==> src/sv/svd_pkg.sv <==
// shared types and constants for the servo envelope slew driver
package svd_pkg;

  // tick modes carried in tuser
  localparam logic [1:0] MODE_AUDIO  = 2'd0;
  localparam logic [1:0] MODE_CLOSE  = 2'd1;
  localparam logic [1:0] MODE_ATTACH = 2'd2;

  // register indexes on the configuration channel
  localparam logic [2:0] REG_ATTACK  = 3'd0;
  localparam logic [2:0] REG_RELEASE = 3'd1;
  localparam logic [2:0] REG_THRESH  = 3'd2;
  localparam logic [2:0] REG_STEP_UP = 3'd3;
  localparam logic [2:0] REG_STEP_DN = 3'd4;
  localparam logic [2:0] REG_DEADBND = 3'd5;
  localparam logic [2:0] REG_OPEN    = 3'd6;
  localparam logic [2:0] REG_CLOSED  = 3'd7;

  // register reset values
  localparam logic [12:0] RST_ATTACK  = 13'd1843;
  localparam logic [12:0] RST_RELEASE = 13'd901;
  localparam logic [15:0] RST_THRESH  = 16'd240;
  localparam logic [7:0]  RST_STEP_UP = 8'd20;
  localparam logic [7:0]  RST_STEP_DN = 8'd28;
  localparam logic [7:0]  RST_DEADBND = 8'd5;
  localparam logic [11:0] RST_OPEN    = 12'd1505;
  localparam logic [11:0] RST_CLOSED  = 12'd1774;

  // q12 constants
  localparam logic [12:0] Q12_ONE    = 13'd4096;
  localparam logic [12:0] SNAP_LIMIT = 13'd41;
  localparam logic [25:0] Q12_ROUND  = 26'd2048;

  // shared multiplier and duty division widths
  localparam int MUL_A_W     = 30;
  localparam int MUL_B_W     = 21;
  localparam int PROD_W      = MUL_A_W + MUL_B_W;
  localparam int NUM_W       = 29;
  localparam int QEST_W      = 20;
  localparam int RECIP_SHIFT = 30;
  localparam int DUTY_W      = 14;

  // operand selection for the shared multiplier
  typedef enum logic [2:0] {
    MUL_FILT,
    MUL_SPAN,
    MUL_NUM,
    MUL_QEST,
    MUL_CHK
  } mul_sel_e;

  // commands from the controller to the datapath
  typedef struct packed {
    logic     load_in;
    logic     mul_en;
    mul_sel_e mul_sel;
    logic     upd_filt;
    logic     upd_slew;
    logic     ld_num;
    logic     ld_qest;
    logic     out_load;
  } svd_cmd_t;

endpackage

==> src/sv/svd_ctrl.sv <==
// controller state machine sequencing one tick through the datapath
module svd_ctrl (
  input  logic             clk_i,
  input  logic             rst_ni,
  input  logic             in_valid_i,
  output logic             in_ready_o,
  output logic             out_valid_o,
  input  logic             out_ready_i,
  output svd_pkg::svd_cmd_t cmd_o
);

  localparam logic [3:0] S_IDLE = 4'd0;
  localparam logic [3:0] S_FILT = 4'd1;
  localparam logic [3:0] S_FUPD = 4'd2;
  localparam logic [3:0] S_SPAN = 4'd3;
  localparam logic [3:0] S_SLEW = 4'd4;
  localparam logic [3:0] S_NUM  = 4'd5;
  localparam logic [3:0] S_QEST = 4'd6;
  localparam logic [3:0] S_CHK  = 4'd7;
  localparam logic [3:0] S_DONE = 4'd8;

  logic [3:0] state_q, state_d;
  logic       out_valid_q, out_valid_d;
  logic       slot_free;

  assign slot_free   = !out_valid_q || out_ready_i;
  assign in_ready_o  = (state_q == S_IDLE);
  assign out_valid_o = out_valid_q;

  // next state and commands
  always_comb begin
    state_d       = state_q;
    cmd_o         = '0;
    cmd_o.mul_sel = svd_pkg::MUL_FILT;
    case (state_q)
      S_IDLE: begin
        if (in_valid_i) begin
          cmd_o.load_in = 1'b1;
          state_d       = S_FILT;
        end
      end
      S_FILT: begin
        cmd_o.mul_en  = 1'b1;
        cmd_o.mul_sel = svd_pkg::MUL_FILT;
        state_d       = S_FUPD;
      end
      S_FUPD: begin
        cmd_o.upd_filt = 1'b1;
        state_d        = S_SPAN;
      end
      S_SPAN: begin
        cmd_o.mul_en  = 1'b1;
        cmd_o.mul_sel = svd_pkg::MUL_SPAN;
        state_d       = S_SLEW;
      end
      S_SLEW: begin
        cmd_o.upd_slew = 1'b1;
        state_d        = S_NUM;
      end
      S_NUM: begin
        cmd_o.mul_en  = 1'b1;
        cmd_o.mul_sel = svd_pkg::MUL_NUM;
        state_d       = S_QEST;
      end
      S_QEST: begin
        cmd_o.mul_en  = 1'b1;
        cmd_o.mul_sel = svd_pkg::MUL_QEST;
        cmd_o.ld_num  = 1'b1;
        state_d       = S_CHK;
      end
      S_CHK: begin
        cmd_o.mul_en  = 1'b1;
        cmd_o.mul_sel = svd_pkg::MUL_CHK;
        cmd_o.ld_qest = 1'b1;
        state_d       = S_DONE;
      end
      S_DONE: begin
        if (slot_free) begin
          cmd_o.out_load = 1'b1;
          state_d        = S_IDLE;
        end
      end
      default: state_d = S_IDLE;
    endcase
  end

  // output word valid flag
  always_comb begin
    if (cmd_o.out_load) begin
      out_valid_d = 1'b1;
    end else if (out_ready_i) begin
      out_valid_d = 1'b0;
    end else begin
      out_valid_d = out_valid_q;
    end
  end

  always_ff @(posedge clk_i or negedge rst_ni) begin
    if (!rst_ni) begin
      state_q     <= S_IDLE;
      out_valid_q <= 1'b0;
    end else begin
      state_q     <= state_d;
      out_valid_q <= out_valid_d;
    end
  end

`ifndef NO_ASSERTIONS
  // a finished word never overwrites one still waiting
  a_no_overwrite: assert property (@(posedge clk_i) disable iff (!rst_ni)
    cmd_o.out_load |-> slot_free)
    else $error("output word overwritten");

  // an accepted word starts the filter multiply next
  a_accept_seq: assert property (@(posedge clk_i) disable iff (!rst_ni)
    (in_valid_i && in_ready_o) |=> (state_q == S_FILT))
    else $error("accepted word did not start processing");

  // a loaded result is presented on the next cycle
  a_out_shown: assert property (@(posedge clk_i) disable iff (!rst_ni)
    cmd_o.out_load |=> (out_valid_q && state_q == S_IDLE))
    else $error("result not presented after load");
`endif

endmodule

==> src/sv/svd_dp.sv <==
// datapath: registers, filter, slew limiter and duty conversion on one multiplier
module svd_dp #(
  parameter int DUTY_BITS = 14,
  parameter int PERIOD_US = 20000
) (
  input  logic              clk_i,
  input  logic              rst_ni,
  input  svd_pkg::svd_cmd_t cmd_i,
  input  logic              cfg_we_i,
  input  logic [2:0]        cfg_index_i,
  input  logic [15:0]       cfg_data_i,
  input  logic [1:0]        mode_i,
  input  logic [12:0]       drive_level_i,
  input  logic [15:0]       envelope_i,
  input  logic              valid_req_i,
  input  logic              active_i,
  output logic [11:0]       pulse_us_o,
  output logic [13:0]       duty_o,
  output logic              moved_o,
  output logic              at_closed_o,
  output logic [12:0]       smoothed_level_o
);

  localparam logic [15:0] FULL_C   = 16'((64'd1 << DUTY_BITS) - 64'd1);
  localparam logic [15:0] PERIOD_C = 16'(PERIOD_US);
  localparam logic [15:0] HALF_C   = 16'(PERIOD_US / 2);
  localparam logic [svd_pkg::MUL_B_W-1:0] RECIP_C =
    svd_pkg::MUL_B_W'((64'd1 << svd_pkg::RECIP_SHIFT) / PERIOD_US);

  // configuration registers
  logic [12:0] atk_q, rel_q;
  logic [15:0] thr_q;
  logic [7:0]  sup_q, sdn_q, dbd_q;
  logic [11:0] open_q, closed_q;

  // tick state
  logic [11:0] pulse_q;
  logic [12:0] f_q;
  logic        moved_q;

  // latched input word
  logic [1:0]  mode_q;
  logic [12:0] drv_q;
  logic [15:0] env_q;
  logic        vreq_q, act_q;

  // multiplier and division registers
  logic [svd_pkg::PROD_W-1:0] prod_q;
  logic [svd_pkg::NUM_W-1:0]  num_q;
  logic [svd_pkg::QEST_W-1:0] qest_q;

  // output word registers
  logic [11:0] o_pulse_q;
  logic [13:0] o_duty_q;
  logic        o_moved_q, o_closed_q;
  logic [12:0] o_smooth_q;

  logic [svd_pkg::MUL_A_W-1:0] mul_a;
  logic [svd_pkg::MUL_B_W-1:0] mul_b;

  logic [12:0] drv_sat, raw, gain, gain_sat, diff, mag, f_new, f_clip;
  logic [13:0] fsum;
  logic [25:0] rnd_f;
  logic        raw_ge;

  logic [11:0] lo, range_w, span, tgt, tgt_c, err, pc_clamp, pulse_new;
  logic [12:0] nx;
  logic        hold, moved_new, do_slew;

  logic [svd_pkg::NUM_W-1:0]  n_w;
  logic [svd_pkg::MUL_A_W-1:0] rem;
  logic [svd_pkg::QEST_W-1:0] duty_full;

  // gated raw level and filter step
  always_comb begin
    drv_sat = (drv_q > svd_pkg::Q12_ONE) ? svd_pkg::Q12_ONE : drv_q;
    raw     = (!vreq_q || env_q < thr_q) ? 13'd0 : drv_sat;
    gain    = (raw > f_q) ? atk_q : rel_q;
    gain_sat = (gain > svd_pkg::Q12_ONE) ? svd_pkg::Q12_ONE : gain;
    raw_ge  = (raw >= f_q);
    diff    = raw_ge ? (raw - f_q) : (f_q - raw);
    rnd_f   = prod_q[25:0] + svd_pkg::Q12_ROUND;
    mag     = rnd_f[24:12];
    fsum    = {1'b0, f_q} + {1'b0, mag};
    if (raw_ge) begin
      f_clip = (fsum > {1'b0, svd_pkg::Q12_ONE}) ? svd_pkg::Q12_ONE : fsum[12:0];
    end else begin
      f_clip = (mag > f_q) ? 13'd0 : (f_q - mag);
    end
    f_new = (raw == 13'd0 && f_clip < svd_pkg::SNAP_LIMIT) ? 13'd0 : f_clip;
  end

  // target pulse and slew step
  always_comb begin
    lo      = (open_q < closed_q) ? open_q : closed_q;
    range_w = closed_q - lo;
    span    = rnd_f[23:12];
    tgt     = (mode_q == svd_pkg::MODE_AUDIO) ? (closed_q - span) : closed_q;
    if (tgt < lo) begin
      tgt_c = lo;
    end else if (tgt > closed_q) begin
      tgt_c = closed_q;
    end else begin
      tgt_c = tgt;
    end
    err  = (tgt_c > pulse_q) ? (tgt_c - pulse_q) : (pulse_q - tgt_c);
    hold = (tgt_c != closed_q) && (err < {4'd0, dbd_q});
    nx   = {1'b0, pulse_q};
    if (pulse_q < tgt_c) begin
      nx = {1'b0, pulse_q} + {5'd0, sup_q};
      if (nx > {1'b0, tgt_c}) begin
        nx = {1'b0, tgt_c};
      end
    end else if (pulse_q > tgt_c) begin
      nx = (pulse_q > {4'd0, sdn_q}) ? {1'b0, pulse_q - {4'd0, sdn_q}} : {1'b0, lo};
      if (nx < {1'b0, tgt_c}) begin
        nx = {1'b0, tgt_c};
      end
    end
    moved_new = !hold && (nx != {1'b0, pulse_q});
    if (nx[11:0] < lo) begin
      pulse_new = lo;
    end else if (nx[11:0] > closed_q) begin
      pulse_new = closed_q;
    end else begin
      pulse_new = nx[11:0];
    end
    do_slew = act_q && ((mode_q == svd_pkg::MODE_AUDIO) ||
              (mode_q == svd_pkg::MODE_CLOSE && pulse_q != closed_q));
    if (pulse_q < lo) begin
      pc_clamp = lo;
    end else if (pulse_q > closed_q) begin
      pc_clamp = closed_q;
    end else begin
      pc_clamp = pulse_q;
    end
  end

  // duty division by the period: reciprocal estimate and one correction
  always_comb begin
    n_w       = prod_q[svd_pkg::NUM_W-1:0] + {13'd0, HALF_C};
    rem       = {1'b0, num_q} - prod_q[svd_pkg::MUL_A_W-1:0];
    duty_full = qest_q + ((rem >= {14'd0, PERIOD_C}) ? 20'd1 : 20'd0);
  end

  // shared multiplier operand select
  always_comb begin
    case (cmd_i.mul_sel)
      svd_pkg::MUL_FILT: begin
        mul_a = {17'd0, diff};
        mul_b = {8'd0, gain_sat};
      end
      svd_pkg::MUL_SPAN: begin
        mul_a = {17'd0, f_q};
        mul_b = {9'd0, range_w};
      end
      svd_pkg::MUL_NUM: begin
        mul_a = {18'd0, pc_clamp};
        mul_b = {5'd0, FULL_C};
      end
      svd_pkg::MUL_QEST: begin
        mul_a = {1'b0, n_w};
        mul_b = RECIP_C;
      end
      svd_pkg::MUL_CHK: begin
        // estimate taken straight from the product, qest_q loads in this step
        mul_a = {10'd0, prod_q[svd_pkg::RECIP_SHIFT +: svd_pkg::QEST_W]};
        mul_b = {5'd0, PERIOD_C};
      end
      default: begin
        mul_a = '0;
        mul_b = '0;
      end
    endcase
  end

  // configuration writes
  always_ff @(posedge clk_i or negedge rst_ni) begin
    if (!rst_ni) begin
      atk_q    <= svd_pkg::RST_ATTACK;
      rel_q    <= svd_pkg::RST_RELEASE;
      thr_q    <= svd_pkg::RST_THRESH;
      sup_q    <= svd_pkg::RST_STEP_UP;
      sdn_q    <= svd_pkg::RST_STEP_DN;
      dbd_q    <= svd_pkg::RST_DEADBND;
      open_q   <= svd_pkg::RST_OPEN;
      closed_q <= svd_pkg::RST_CLOSED;
    end else if (cfg_we_i) begin
      case (cfg_index_i)
        svd_pkg::REG_ATTACK:  atk_q    <= cfg_data_i[12:0];
        svd_pkg::REG_RELEASE: rel_q    <= cfg_data_i[12:0];
        svd_pkg::REG_THRESH:  thr_q    <= cfg_data_i;
        svd_pkg::REG_STEP_UP: sup_q    <= cfg_data_i[7:0];
        svd_pkg::REG_STEP_DN: sdn_q    <= cfg_data_i[7:0];
        svd_pkg::REG_DEADBND: dbd_q    <= cfg_data_i[7:0];
        svd_pkg::REG_OPEN:    open_q   <= cfg_data_i[11:0];
        svd_pkg::REG_CLOSED:  closed_q <= cfg_data_i[11:0];
        default: ;
      endcase
    end
  end

  // filter level, kept pulse and moved flag
  always_ff @(posedge clk_i or negedge rst_ni) begin
    if (!rst_ni) begin
      f_q     <= '0;
      pulse_q <= svd_pkg::RST_CLOSED;
      moved_q <= 1'b0;
    end else begin
      if (cmd_i.upd_filt) begin
        case (mode_q)
          svd_pkg::MODE_AUDIO: begin
            if (act_q) begin
              f_q <= vreq_q ? f_new : 13'd0;
            end
          end
          svd_pkg::MODE_CLOSE:  f_q <= '0;
          svd_pkg::MODE_ATTACH: f_q <= '0;
          default: ;
        endcase
      end
      if (cmd_i.upd_slew) begin
        if (mode_q == svd_pkg::MODE_ATTACH) begin
          pulse_q <= closed_q;
          moved_q <= 1'b1;
        end else if (do_slew) begin
          moved_q <= moved_new;
          if (moved_new) begin
            pulse_q <= pulse_new;
          end
        end else begin
          moved_q <= 1'b0;
        end
      end
    end
  end

  // input latch, multiplier, division and output word registers
  always_ff @(posedge clk_i) begin
    if (cmd_i.load_in) begin
      mode_q <= mode_i;
      drv_q  <= drive_level_i;
      env_q  <= envelope_i;
      vreq_q <= valid_req_i;
      act_q  <= active_i;
    end
    if (cmd_i.mul_en) begin
      prod_q <= mul_a * mul_b;
    end
    if (cmd_i.ld_num) begin
      num_q <= n_w;
    end
    if (cmd_i.ld_qest) begin
      qest_q <= prod_q[svd_pkg::PROD_W-2:svd_pkg::RECIP_SHIFT];
    end
    if (cmd_i.out_load) begin
      o_pulse_q  <= pulse_q;
      o_duty_q   <= duty_full[svd_pkg::DUTY_W-1:0];
      o_moved_q  <= moved_q;
      o_closed_q <= (pulse_q == closed_q);
      o_smooth_q <= f_q;
    end
  end

  assign pulse_us_o       = o_pulse_q;
  assign duty_o           = o_duty_q;
  assign moved_o          = o_moved_q;
  assign at_closed_o      = o_closed_q;
  assign smoothed_level_o = o_smooth_q;

`ifndef NO_ASSERTIONS
  // filtered level stays within q12 unity
  a_filt_range: assert property (@(posedge clk_i) disable iff (!rst_ni)
    f_q <= svd_pkg::Q12_ONE)
    else $error("filtered level above unity");

  // product register only changes on a multiply step
  a_prod_hold: assert property (@(posedge clk_i) disable iff (!rst_ni)
    !cmd_i.mul_en |=> $stable(prod_q))
    else $error("product changed outside a multiply step");

  // filter and slew updates never coincide
  a_upd_excl: assert property (@(posedge clk_i) disable iff (!rst_ni)
    !(cmd_i.upd_filt && cmd_i.upd_slew))
    else $error("filter and slew update in the same cycle");
`endif

endmodule

==> src/sv/servo_envelope_slew_driver_top.sv <==
// top level of the servo envelope slew driver
//
// one input word is one control tick; it yields exactly one output word
// input channel s_axis: tuser carries the tick mode (audio, close, attach),
// tdata carries drive level, envelope, valid_req and active
// output channel m_axis: tdata carries pulse width, duty count, moved flag,
// at_closed flag and the smoothed level after the tick
// configuration channel cfg: index selects one of eight registers; the user
// must write them only while no tick is in flight, the block does not
// enforce it; cfg_ready_o is always high; a tick runs the accept step, five
// passes through the single shared multiplier (filter, span, duty product,
// reciprocal, check) with the filter and slew update steps, and the output
// step, after which m_axis_tvalid is registered; no new word is taken until
// the tick is through; s_axis_tready is high only while the controller is
// idle; a finished word waits in the output register while the next tick is
// already taken; if the receiver stalls longer, the controller holds the
// next result in its last step until the register frees up
// reset: registers return to defaults, pulse to the closed value 1774 and
// the filtered level to zero; no output word is pending
module servo_envelope_slew_driver_top #(
  parameter int DUTY_BITS = 14,
  parameter int PERIOD_US = 20000
) (
  input  logic        clk_i,
  input  logic        rst_ni,
  input  logic        s_axis_tvalid,
  output logic        s_axis_tready,
  // drive_level[12:0], envelope[28:13], valid_req[29], active[30], zero[31]
  input  logic [31:0] s_axis_tdata,
  // mode[1:0]
  input  logic [1:0]  s_axis_tuser,
  output logic        m_axis_tvalid,
  input  logic        m_axis_tready,
  // pulse_us[11:0], duty[25:12], moved[26], at_closed[27],
  // smoothed_level[40:28], zero[47:41]
  output logic [47:0] m_axis_tdata,
  input  logic        cfg_valid_i,
  output logic        cfg_ready_o,
  input  logic [2:0]  cfg_index_i,
  input  logic [15:0] cfg_data_i
);

  svd_pkg::svd_cmd_t cmd;
  logic [11:0] pulse_us;
  logic [13:0] duty;
  logic        moved, at_closed;
  logic [12:0] smoothed_level;

  assign cfg_ready_o = 1'b1;

  // tick sequencer
  svd_ctrl u_ctrl (
    .clk_i       (clk_i),
    .rst_ni      (rst_ni),
    .in_valid_i  (s_axis_tvalid),
    .in_ready_o  (s_axis_tready),
    .out_valid_o (m_axis_tvalid),
    .out_ready_i (m_axis_tready),
    .cmd_o       (cmd)
  );

  // arithmetic and state
  svd_dp #(
    .DUTY_BITS (DUTY_BITS),
    .PERIOD_US (PERIOD_US)
  ) u_dp (
    .clk_i            (clk_i),
    .rst_ni           (rst_ni),
    .cmd_i            (cmd),
    .cfg_we_i         (cfg_valid_i & cfg_ready_o),
    .cfg_index_i      (cfg_index_i),
    .cfg_data_i       (cfg_data_i),
    .mode_i           (s_axis_tuser),
    .drive_level_i    (s_axis_tdata[12:0]),
    .envelope_i       (s_axis_tdata[28:13]),
    .valid_req_i      (s_axis_tdata[29]),
    .active_i         (s_axis_tdata[30]),
    .pulse_us_o       (pulse_us),
    .duty_o           (duty),
    .moved_o          (moved),
    .at_closed_o      (at_closed),
    .smoothed_level_o (smoothed_level)
  );

  // output word packing
  assign m_axis_tdata = {7'd0, smoothed_level, at_closed, moved, duty, pulse_us};

endmodule
==> config.mk <==
export PLATFORM = sky130hd
export DESIGN_NAME = servo_envelope_slew_driver_top
export DESIGN_NICKNAME = d
export VERILOG_FILES = /design/src/sv/svd_pkg.sv /design/src/sv/svd_ctrl.sv /design/src/sv/svd_dp.sv /design/src/sv/servo_envelope_slew_driver_top.sv
export SDC_FILE = /design/constraint.sdc
export NUM_CORES = 2
export LEC_CHECK = 0
export BUFFER_PORTS_ARGS = -buffer_cell sky130_fd_sc_hd__buf_2
export CAP_MARGIN = 10
export CORE_MARGIN = 3
export CORE_UTILIZATION = 25
export CTS_CLUSTER_SIZE = 24
export DETAILED_ROUTE_END_ITERATION = 8
export HOLD_SLACK_MARGIN = 0.06
export SLEW_MARGIN = 25
export SYNTH_ARGS = -nofsm -noshare
export SYNTH_HDL_FRONTEND = slang
export SYNTH_HIERARCHICAL = 1
export SYNTH_SLANG_ARGS = --single-unit
==> constraint.sdc <==
create_clock -name clk_i -period 20.6 [get_ports clk_i]
set_input_delay 0 -clock clk_i [delete_from_list [all_inputs] [get_ports clk_i]]
set_output_delay 0 -clock clk_i [all_outputs]
set_load 0.01 [all_outputs]
# After elaboration in Yosys (flattened, before gate mapping)
# Cells that the tools add are included.
[word_totals]
inputBits = 58
word_cells = 172
regBits = 283
[classes]
n_addsub = 14
muxes = 48
mul = 1
reduce_logical = 32
magnitude_cmp = 23
n_eq_ne = 28
[ops]
columns = ["cell", "count"]
rows = [
  ["$mux W13", 15],
  ["$mux W12", 13],
  ["$pmux W29 S5", 1],
  ["$pmux W16 S5", 1],
  ["$gt A12 B12 Y1", 5],
  ["$lt A12 B12 Y1", 5],
  ["$sub A12 B12 Y12", 4],
  ["$mul A29 B16 Y45", 1],
  ["$sub A13 B13 Y13", 3],
  ["$pmux W4 S9", 1],
  ["$ge A30 B15 Y1 const B", 1],
  ["$sub A29 B30 Y30", 1],
  ["$add A29 B14 Y29 const B", 1],
  ["$gt A13 B13 Y1", 2],
  ["$gt A13 B13 Y1 const B", 2],
  ["$pmux W13 S2", 1],
  ["$add A25 B12 Y25 const B", 1],
  ["$ne A12 B12 Y1", 2],
  ["$pmux W4 S5", 1],
  ["$reduce_and A2 Y1", 9],
  ["$eq A4 B3 Y1 const B", 4],
  ["$lt A16 B16 Y1", 1],
  ["$eq A3 B3 Y1 const B", 5],
  ["$add A13 B13 Y14", 1],
  ["33 further kinds", 65],
]

# Depth between registers and ports, before layout
[logic_depth]
depth_word = 16
depth_mapped = 60
depth_no_buf = 56

# Hierarchy
# The synthesis kept the hierarchy.
[modules_own_cells]
columns = ["mod", "seq_area_each_um2", "area_each_um2", "cells_each", "instances"]
rows = [
  ["svd_dp", 7823.8, 36145.9, 3875, 1],
  ["svd_ctrl", 125.1, 327.8, 37, 1],
  ["servo_envelope_slew_driver_top", 0.0, 82.6, 12, 1],
]

# Least setup slack after synthesis
# No wires, ideal clock.
[synth_path]
path_kind = "reg2reg"
startpoint = "reg u_dp.thr_q[1]"
endpoint = "reg u_dp/prod_q[42] in the netlist's numbering (data pin)"
arrival_time_ps = 11117
path_stages_with_launch = 59
path_buffers = 5
synth_period_minus_slack_ps = 11377
setup_slack_ps = 9223
cell_sequence = "dfrtp_1 > inv_1 > ha_1 > a21o_1 > a21oi_1 > nor2b_1 > o21ai_0 > a21oi_1 > o31ai_1 > a21boi_0 > o2111ai_1 > a31o_2 > a21oi_1 > nand2_1 > inv_1 > ha_1 > clkbuf_1 > a21o_1 > [... 23 more ...] > fa_1 > inv_1 > fa_1 > inv_1 > ha_1 > or3_1 > o221a_2 > o31a_1 > o31ai_1 > a31oi_1 > a31oi_1 > nor4_1 > o211a_1 > o31a_1 > nor2_1 > nor2_1 > o41a_1 > xor2_1"
[synth_between]
elab_chain_cells = 9
elab_cells_between_ends = 14
classes_between = "2 x add/sub; 1 x mul; 4 x order compare; 6 x mux; 1 x reduce/logical"
[synth_lines]
columns = ["item", "line_no", "source"]
rows = [
  ["start, declared", "svd_dp.sv:32", "logic [15:0] thr_q;"],
  ["start signal, assigned", "svd_dp.sv:182", "thr_q <= svd_pkg::RST_THRESH;"],
  ["start signal, assigned", "svd_dp.sv:192", "svd_pkg::REG_THRESH: thr_q <= cfg_data_i;"],
  ["$lt A16 B16 Y1 (*)", "svd_dp.sv:77", "raw = (!vreq_q || env_q < thr_q) ? 13'd0 : drv_sat;"],
  ["$logic_or A1 B1 Y1 (*)", "svd_dp.sv:77", ""],
  ["$mux W13 (*)", "svd_dp.sv:77", ""],
  ["$gt A13 B13 Y1", "svd_dp.sv:78", "gain = (raw > f_q) ? atk_q : rel_q;"],
  ["$mux W13", "svd_dp.sv:78", ""],
  ["$gt A13 B13 Y1", "svd_dp.sv:79", "gain_sat = (gain > svd_pkg::Q12_ONE) ? svd_pkg::Q12_ONE : gain;"],
  ["$mux W13", "svd_dp.sv:79", ""],
  ["$pmux W16 S5", "svd_dp.sv:148", "case (cmd_i.mul_sel)"],
  ["$mul A29 B16 Y45 (*)", "svd_dp.sv:248", "prod_q <= mul_a * mul_b;"],
  ["end signal, assigned", "svd_dp.sv:248", ""],
  ["end, declared", "svd_dp.sv:48", "logic [svd_pkg::PROD_W-1:0] prod_q;"],
]
# Mark *: on every way between the ends. The rest lies on a longest branch, timed or not.
# A chain may end at the register's enable or synchronous reset.

# Worst setup path after layout
[layout_path]
startpoint = "reg u_dp.closed_q[5]"
endpoint = "reg u_dp/prod_q[42] in the netlist's numbering (data pin)"
[layout_between]
elab_chain_cells = 6
elab_cells_between_ends = 10
classes_between = "1 x add/sub; 1 x mul; 3 x order compare; 5 x mux"
[layout_lines]
columns = ["item", "line_no", "source"]
rows = [
  ["start, declared", "svd_dp.sv:34", "logic [11:0] open_q, closed_q;"],
  ["start signal, assigned", "svd_dp.sv:187", "closed_q <= svd_pkg::RST_CLOSED;"],
  ["start signal, assigned", "svd_dp.sv:197", "svd_pkg::REG_CLOSED: closed_q <= cfg_data_i[11:0];"],
  ["$lt A12 B12 Y1", "svd_dp.sv:95", "lo = (open_q < closed_q) ? open_q : closed_q;"],
  ["$mux W12", "svd_dp.sv:95", ""],
  ["$lt A12 B12 Y1", "svd_dp.sv:130", "if (pulse_q < lo) begin"],
  ["$mux W12", "svd_dp.sv:130", ""],
  ["$pmux W29 S5", "svd_dp.sv:148", ""],
  ["$mul A29 B16 Y45 (*)", "svd_dp.sv:248", ""],
]
# Marks and branches as above.

==> run_results.csv <==
group,metric,value,unit
status,status,"finished, final reports clean",
sta,layout_min_cycle_time,13.74,ns
synthesis,ys_seq_area_share,21.7,%
synthesis,synth_area_leaders,"fa_1 21%, ha_1 13%, edfxtp_1 13%, inv_1 7.1%, dfrtp_1 5.2%",
synthesis,ys_warn_count,6,
floorplan,fp-row-count,139,
critical_path,end_kind,"flip-flop",
synthesis,synthAdderAreaFrac,34.5,%
synthesis,synth_xor_xnor_area_share,4.41,%
synthesis,muxShareOfSynthArea,4.70,%
flow_run,maxCapViolations,0,
synthesis,yosys.area.top_type,"fa_1",
sta,period_share,66.7,%
synthesis,yosysUniqueCellTypes,99,
critical_path,cpMaxStageDelayCell,"dfstp_2",
synthesis,syn_inst,3924,
global_routing,grt_pass1_wl,177,mm
synthesis,synth_edf_count,162,
clock_tree,numCtsBuffers,35,
floorplan,initial_utilization,25.3,%
routing,via_count,29200,
cells_and_area,most-common-layout-cells,"694 x inv_1, 391 x ha_1, 386 x fa_1, 294 x nand2_1, 274 x nor2_1",
routing,drt_iter0_markers,2036,
floorplan,die_y,388,µm
synthesis,synth_top_family_by_area,"adder cells",
global_routing,grt_overflow,0,
sta,fin_tns_setup,0,ns
cells_and_area,fillers,15200,
cells_and_area,multi_input_area,0.0259,mm²
worst_hold_path,hp-class,"in -> reg",
sta,setup_viol,0,
routing,dr.pass1.iters,8,
floorplan,io_pins,109,
global_routing,antenna_found_initial,5,
critical_path,cp.required,20.93,ns
floorplan,dieArea,0.151,mm²
global_routing,grt_pass1_vias,30000,
floorplan,core_area,0.144,mm²
synthesis,ys.flop_type,"edfxtp_1",
place,gpl.final_weighted_congestion,0.983,
critical_path,path_buf_inv,9,
cells_and_area,layout_commonest_cell,"inv_1",
global_routing,grt_max_degree,85,
clock_tree,postCtsSetupBuffers,0,
clock_tree,cts_resized,0,
place,io_buffers,99,
critical_path,crit_family,"compound AO/OA/AOI/OAI gates",
clock_tree,path_clk_slew,0.06,ns
cells_and_area,fin_nets,5004,
clock_tree,clkSinkCount,283,
clock_tree,cts_tree,"done",
synthesis,synth_area,0.0366,mm²
synthesis,synth.top_cell.area_share,21.1,%
cells_and_area,regArea,0.00795,mm²
place,hpwl,92.4,mm
critical_path,critical-path-top-cell-by-count,"inv_1",
clock_tree,clock_latency,0.58,ns
routing,routed_via_density,4.78,
sta,max_freq,0.0728,GHz
sta,hold_viol,0,
sta,rsz0062_at_grt,"no",
synthesis,synth_seq_cells,283,
sta,layout_setup_ws,6.86,ns
sta,slew_headroom,24.5,%
cells_and_area,drive_gt1_share,9.83,%
synthesis,avgSynthCellArea,9.32,µm²
global_routing,track_usage,15.1,%
synthesis,async_reset_ff_share,42.8,%
synthesis,synth-simple-area-share,12.2,%
sta,drv_slew,0,
floorplan,die-width,388,µm
critical_path,max_stage_delay,0.77,ns
clock_tree,root_buffer,"clkbuf_16",
critical_path,crit_type,"reg -> reg",
sta,worst_pin_slew,1.13,ns
routing,wl,115,mm
critical_path,cp_data_arrival_time,14.07,ns
routing,routedWlPerCell,18.8,µm
sta,fin_skew,0.0233,ns
critical_path,critical_path.max_fanout,24,
place,pre_cts_ws,7.03,ns
critical_path,startpoint_type,"flip-flop",
synthesis,synth-compound-area-share,13.6,%
routing,postRouteAntennaNets,0,
clock_tree,cts_buffer_depth,3,
routing,drcViolationCount,0,
cells_and_area,area_growth,14.1,%
clock_tree,cts_htree_levels,2,
[metrics by stage]
stage | util [%] | hold slack, ns | cells | area (µm²)
after floorplan | - | -0.296 | 4019 | 36900
after global placement | 27.6 | 0.0282 | 5963 | 39800
after detailed placement | 27.6 | 0.0394 | 5963 | 39800
after CTS | 28.9 | 0.106 | 6096 | 41700
after global routing | 28.9 | 0.129 | 6096 | 41700
final | 28.9 | 0.140 | 6097 | 41700
[registers in the layout, summed over array words and instances, names as in the netlist, 4 cells and up]
signal and flops:
u_dp/duty_o 14, u_dp/smoothed_level_o 13, u_dp/closed_q 12, u_dp/atk_q 13, u_dp/f_q 13, u_dp/sup_q 8, u_dp/pulse_us_o 12, u_dp/sdn_q 8
u_dp/num_q 29, u_dp/prod_q 45, u_dp/open_q 12, u_dp/thr_q 16, u_dp/qest_q 14, u_dp/env_q 16, u_dp/dbd_q 8, u_dp/rel_q 13
u_dp/drv_q 13, u_dp/pulse_q 12, u_ctrl/state_q 4
[cells in the mapped netlist, types with 20 or more instances]
master / instances
dfrtp_1: 76
o211ai_1: 23
dfstp_2: 45
a21oi_1: 176
and2_1: 40
xnor2_1: 145
nand3_1: 49
nor2b_1: 37
nand2b_1: 55
edfxtp_1: 162
clkbuf_1: 88
inv_1: 694
nand4_1: 40
nand2_1: 294
o21a_1: 42
o21ai_0: 163
nor4_1: 22
mux2_2: 83
nor3_1: 55
fa_1: 386
nor2_1: 278
o21bai_1: 23
a31oi_1: 20
a211oi_1: 25
xor2_1: 39
a21o_1: 78
ha_1: 391
mux2i_1: 74
[final cells by class]
type,count,area share [%]
clock buffers,37,2.12
multi-input cells,2915,62.0
well taps,1903,5.71
diodes,1,0.00600
flip-flops and latches,283,19.1
inverters,697,6.27
clock inverters,24,0.645
repair buffers,237,4.16
[metal layers]
layer / vias up / global-route usage (%) / routed length, µm
met2: 887 / 25.3 / 53700
met1: 14500 / 19.3 / 48500
li1: 13600 / - / -
met5: - / 0 / 0
met4: 0 / 6.84 / 5730
met3: 241 / 1.97 / 6630
[worst reg2reg max path, delay by kind of cell, from the launching register on]
family                     cells  cell delay [ns]
AOI/OAI and AO/OA             15             4.38
xor gates and xnor gates       1             0.14
and+or+nand+nor               14             2.94
buffers and inverters          9             1.24
muxes                          1             0.42
adders and majority gates      9             3.58
DFF                            1             0.77
[what timing repair did]
action	4_1_cts	5_1_grt
hold buffers	72	0
endpoints found under the setup margin	0	0
endpoints found under the hold margin	193	0
[kinds of logic (layout without fill, tap and decap cells)]
family | after synthesis | count (layout)
adders and majority gates | 777 | 777
DFF | 283 | 283
buffers and inverters | 821 | 995
muxes | 160 | 160
and+or+nand+nor | 952 | 952
other | 4 | 100
AOI/OAI and AO/OA | 743 | 743
xor gates and xnor gates | 184 | 184
[worst paths after layout]
check,from,end,slack [ns],depth (start not counted)
max,u_dp/closed_q[5],u_dp/prod_q[42],6.86,49
min,s_axis_tdata[28],u_dp/env_q[15],0.14,2
max reg2reg,u_dp/closed_q[5],u_dp/prod_q[42],6.86,49
min reg2reg,u_dp/moved_q,u_dp/moved_o,0.46,0
max in group asynchronous,rst_ni,u_dp/moved_q,19.56,3
min in group asynchronous,rst_ni,u_dp/dbd_q[0],0.17,2
Power is not shown: default switching activity piles up to over one toggle a cycle in this logic, so the estimate is an artifact.
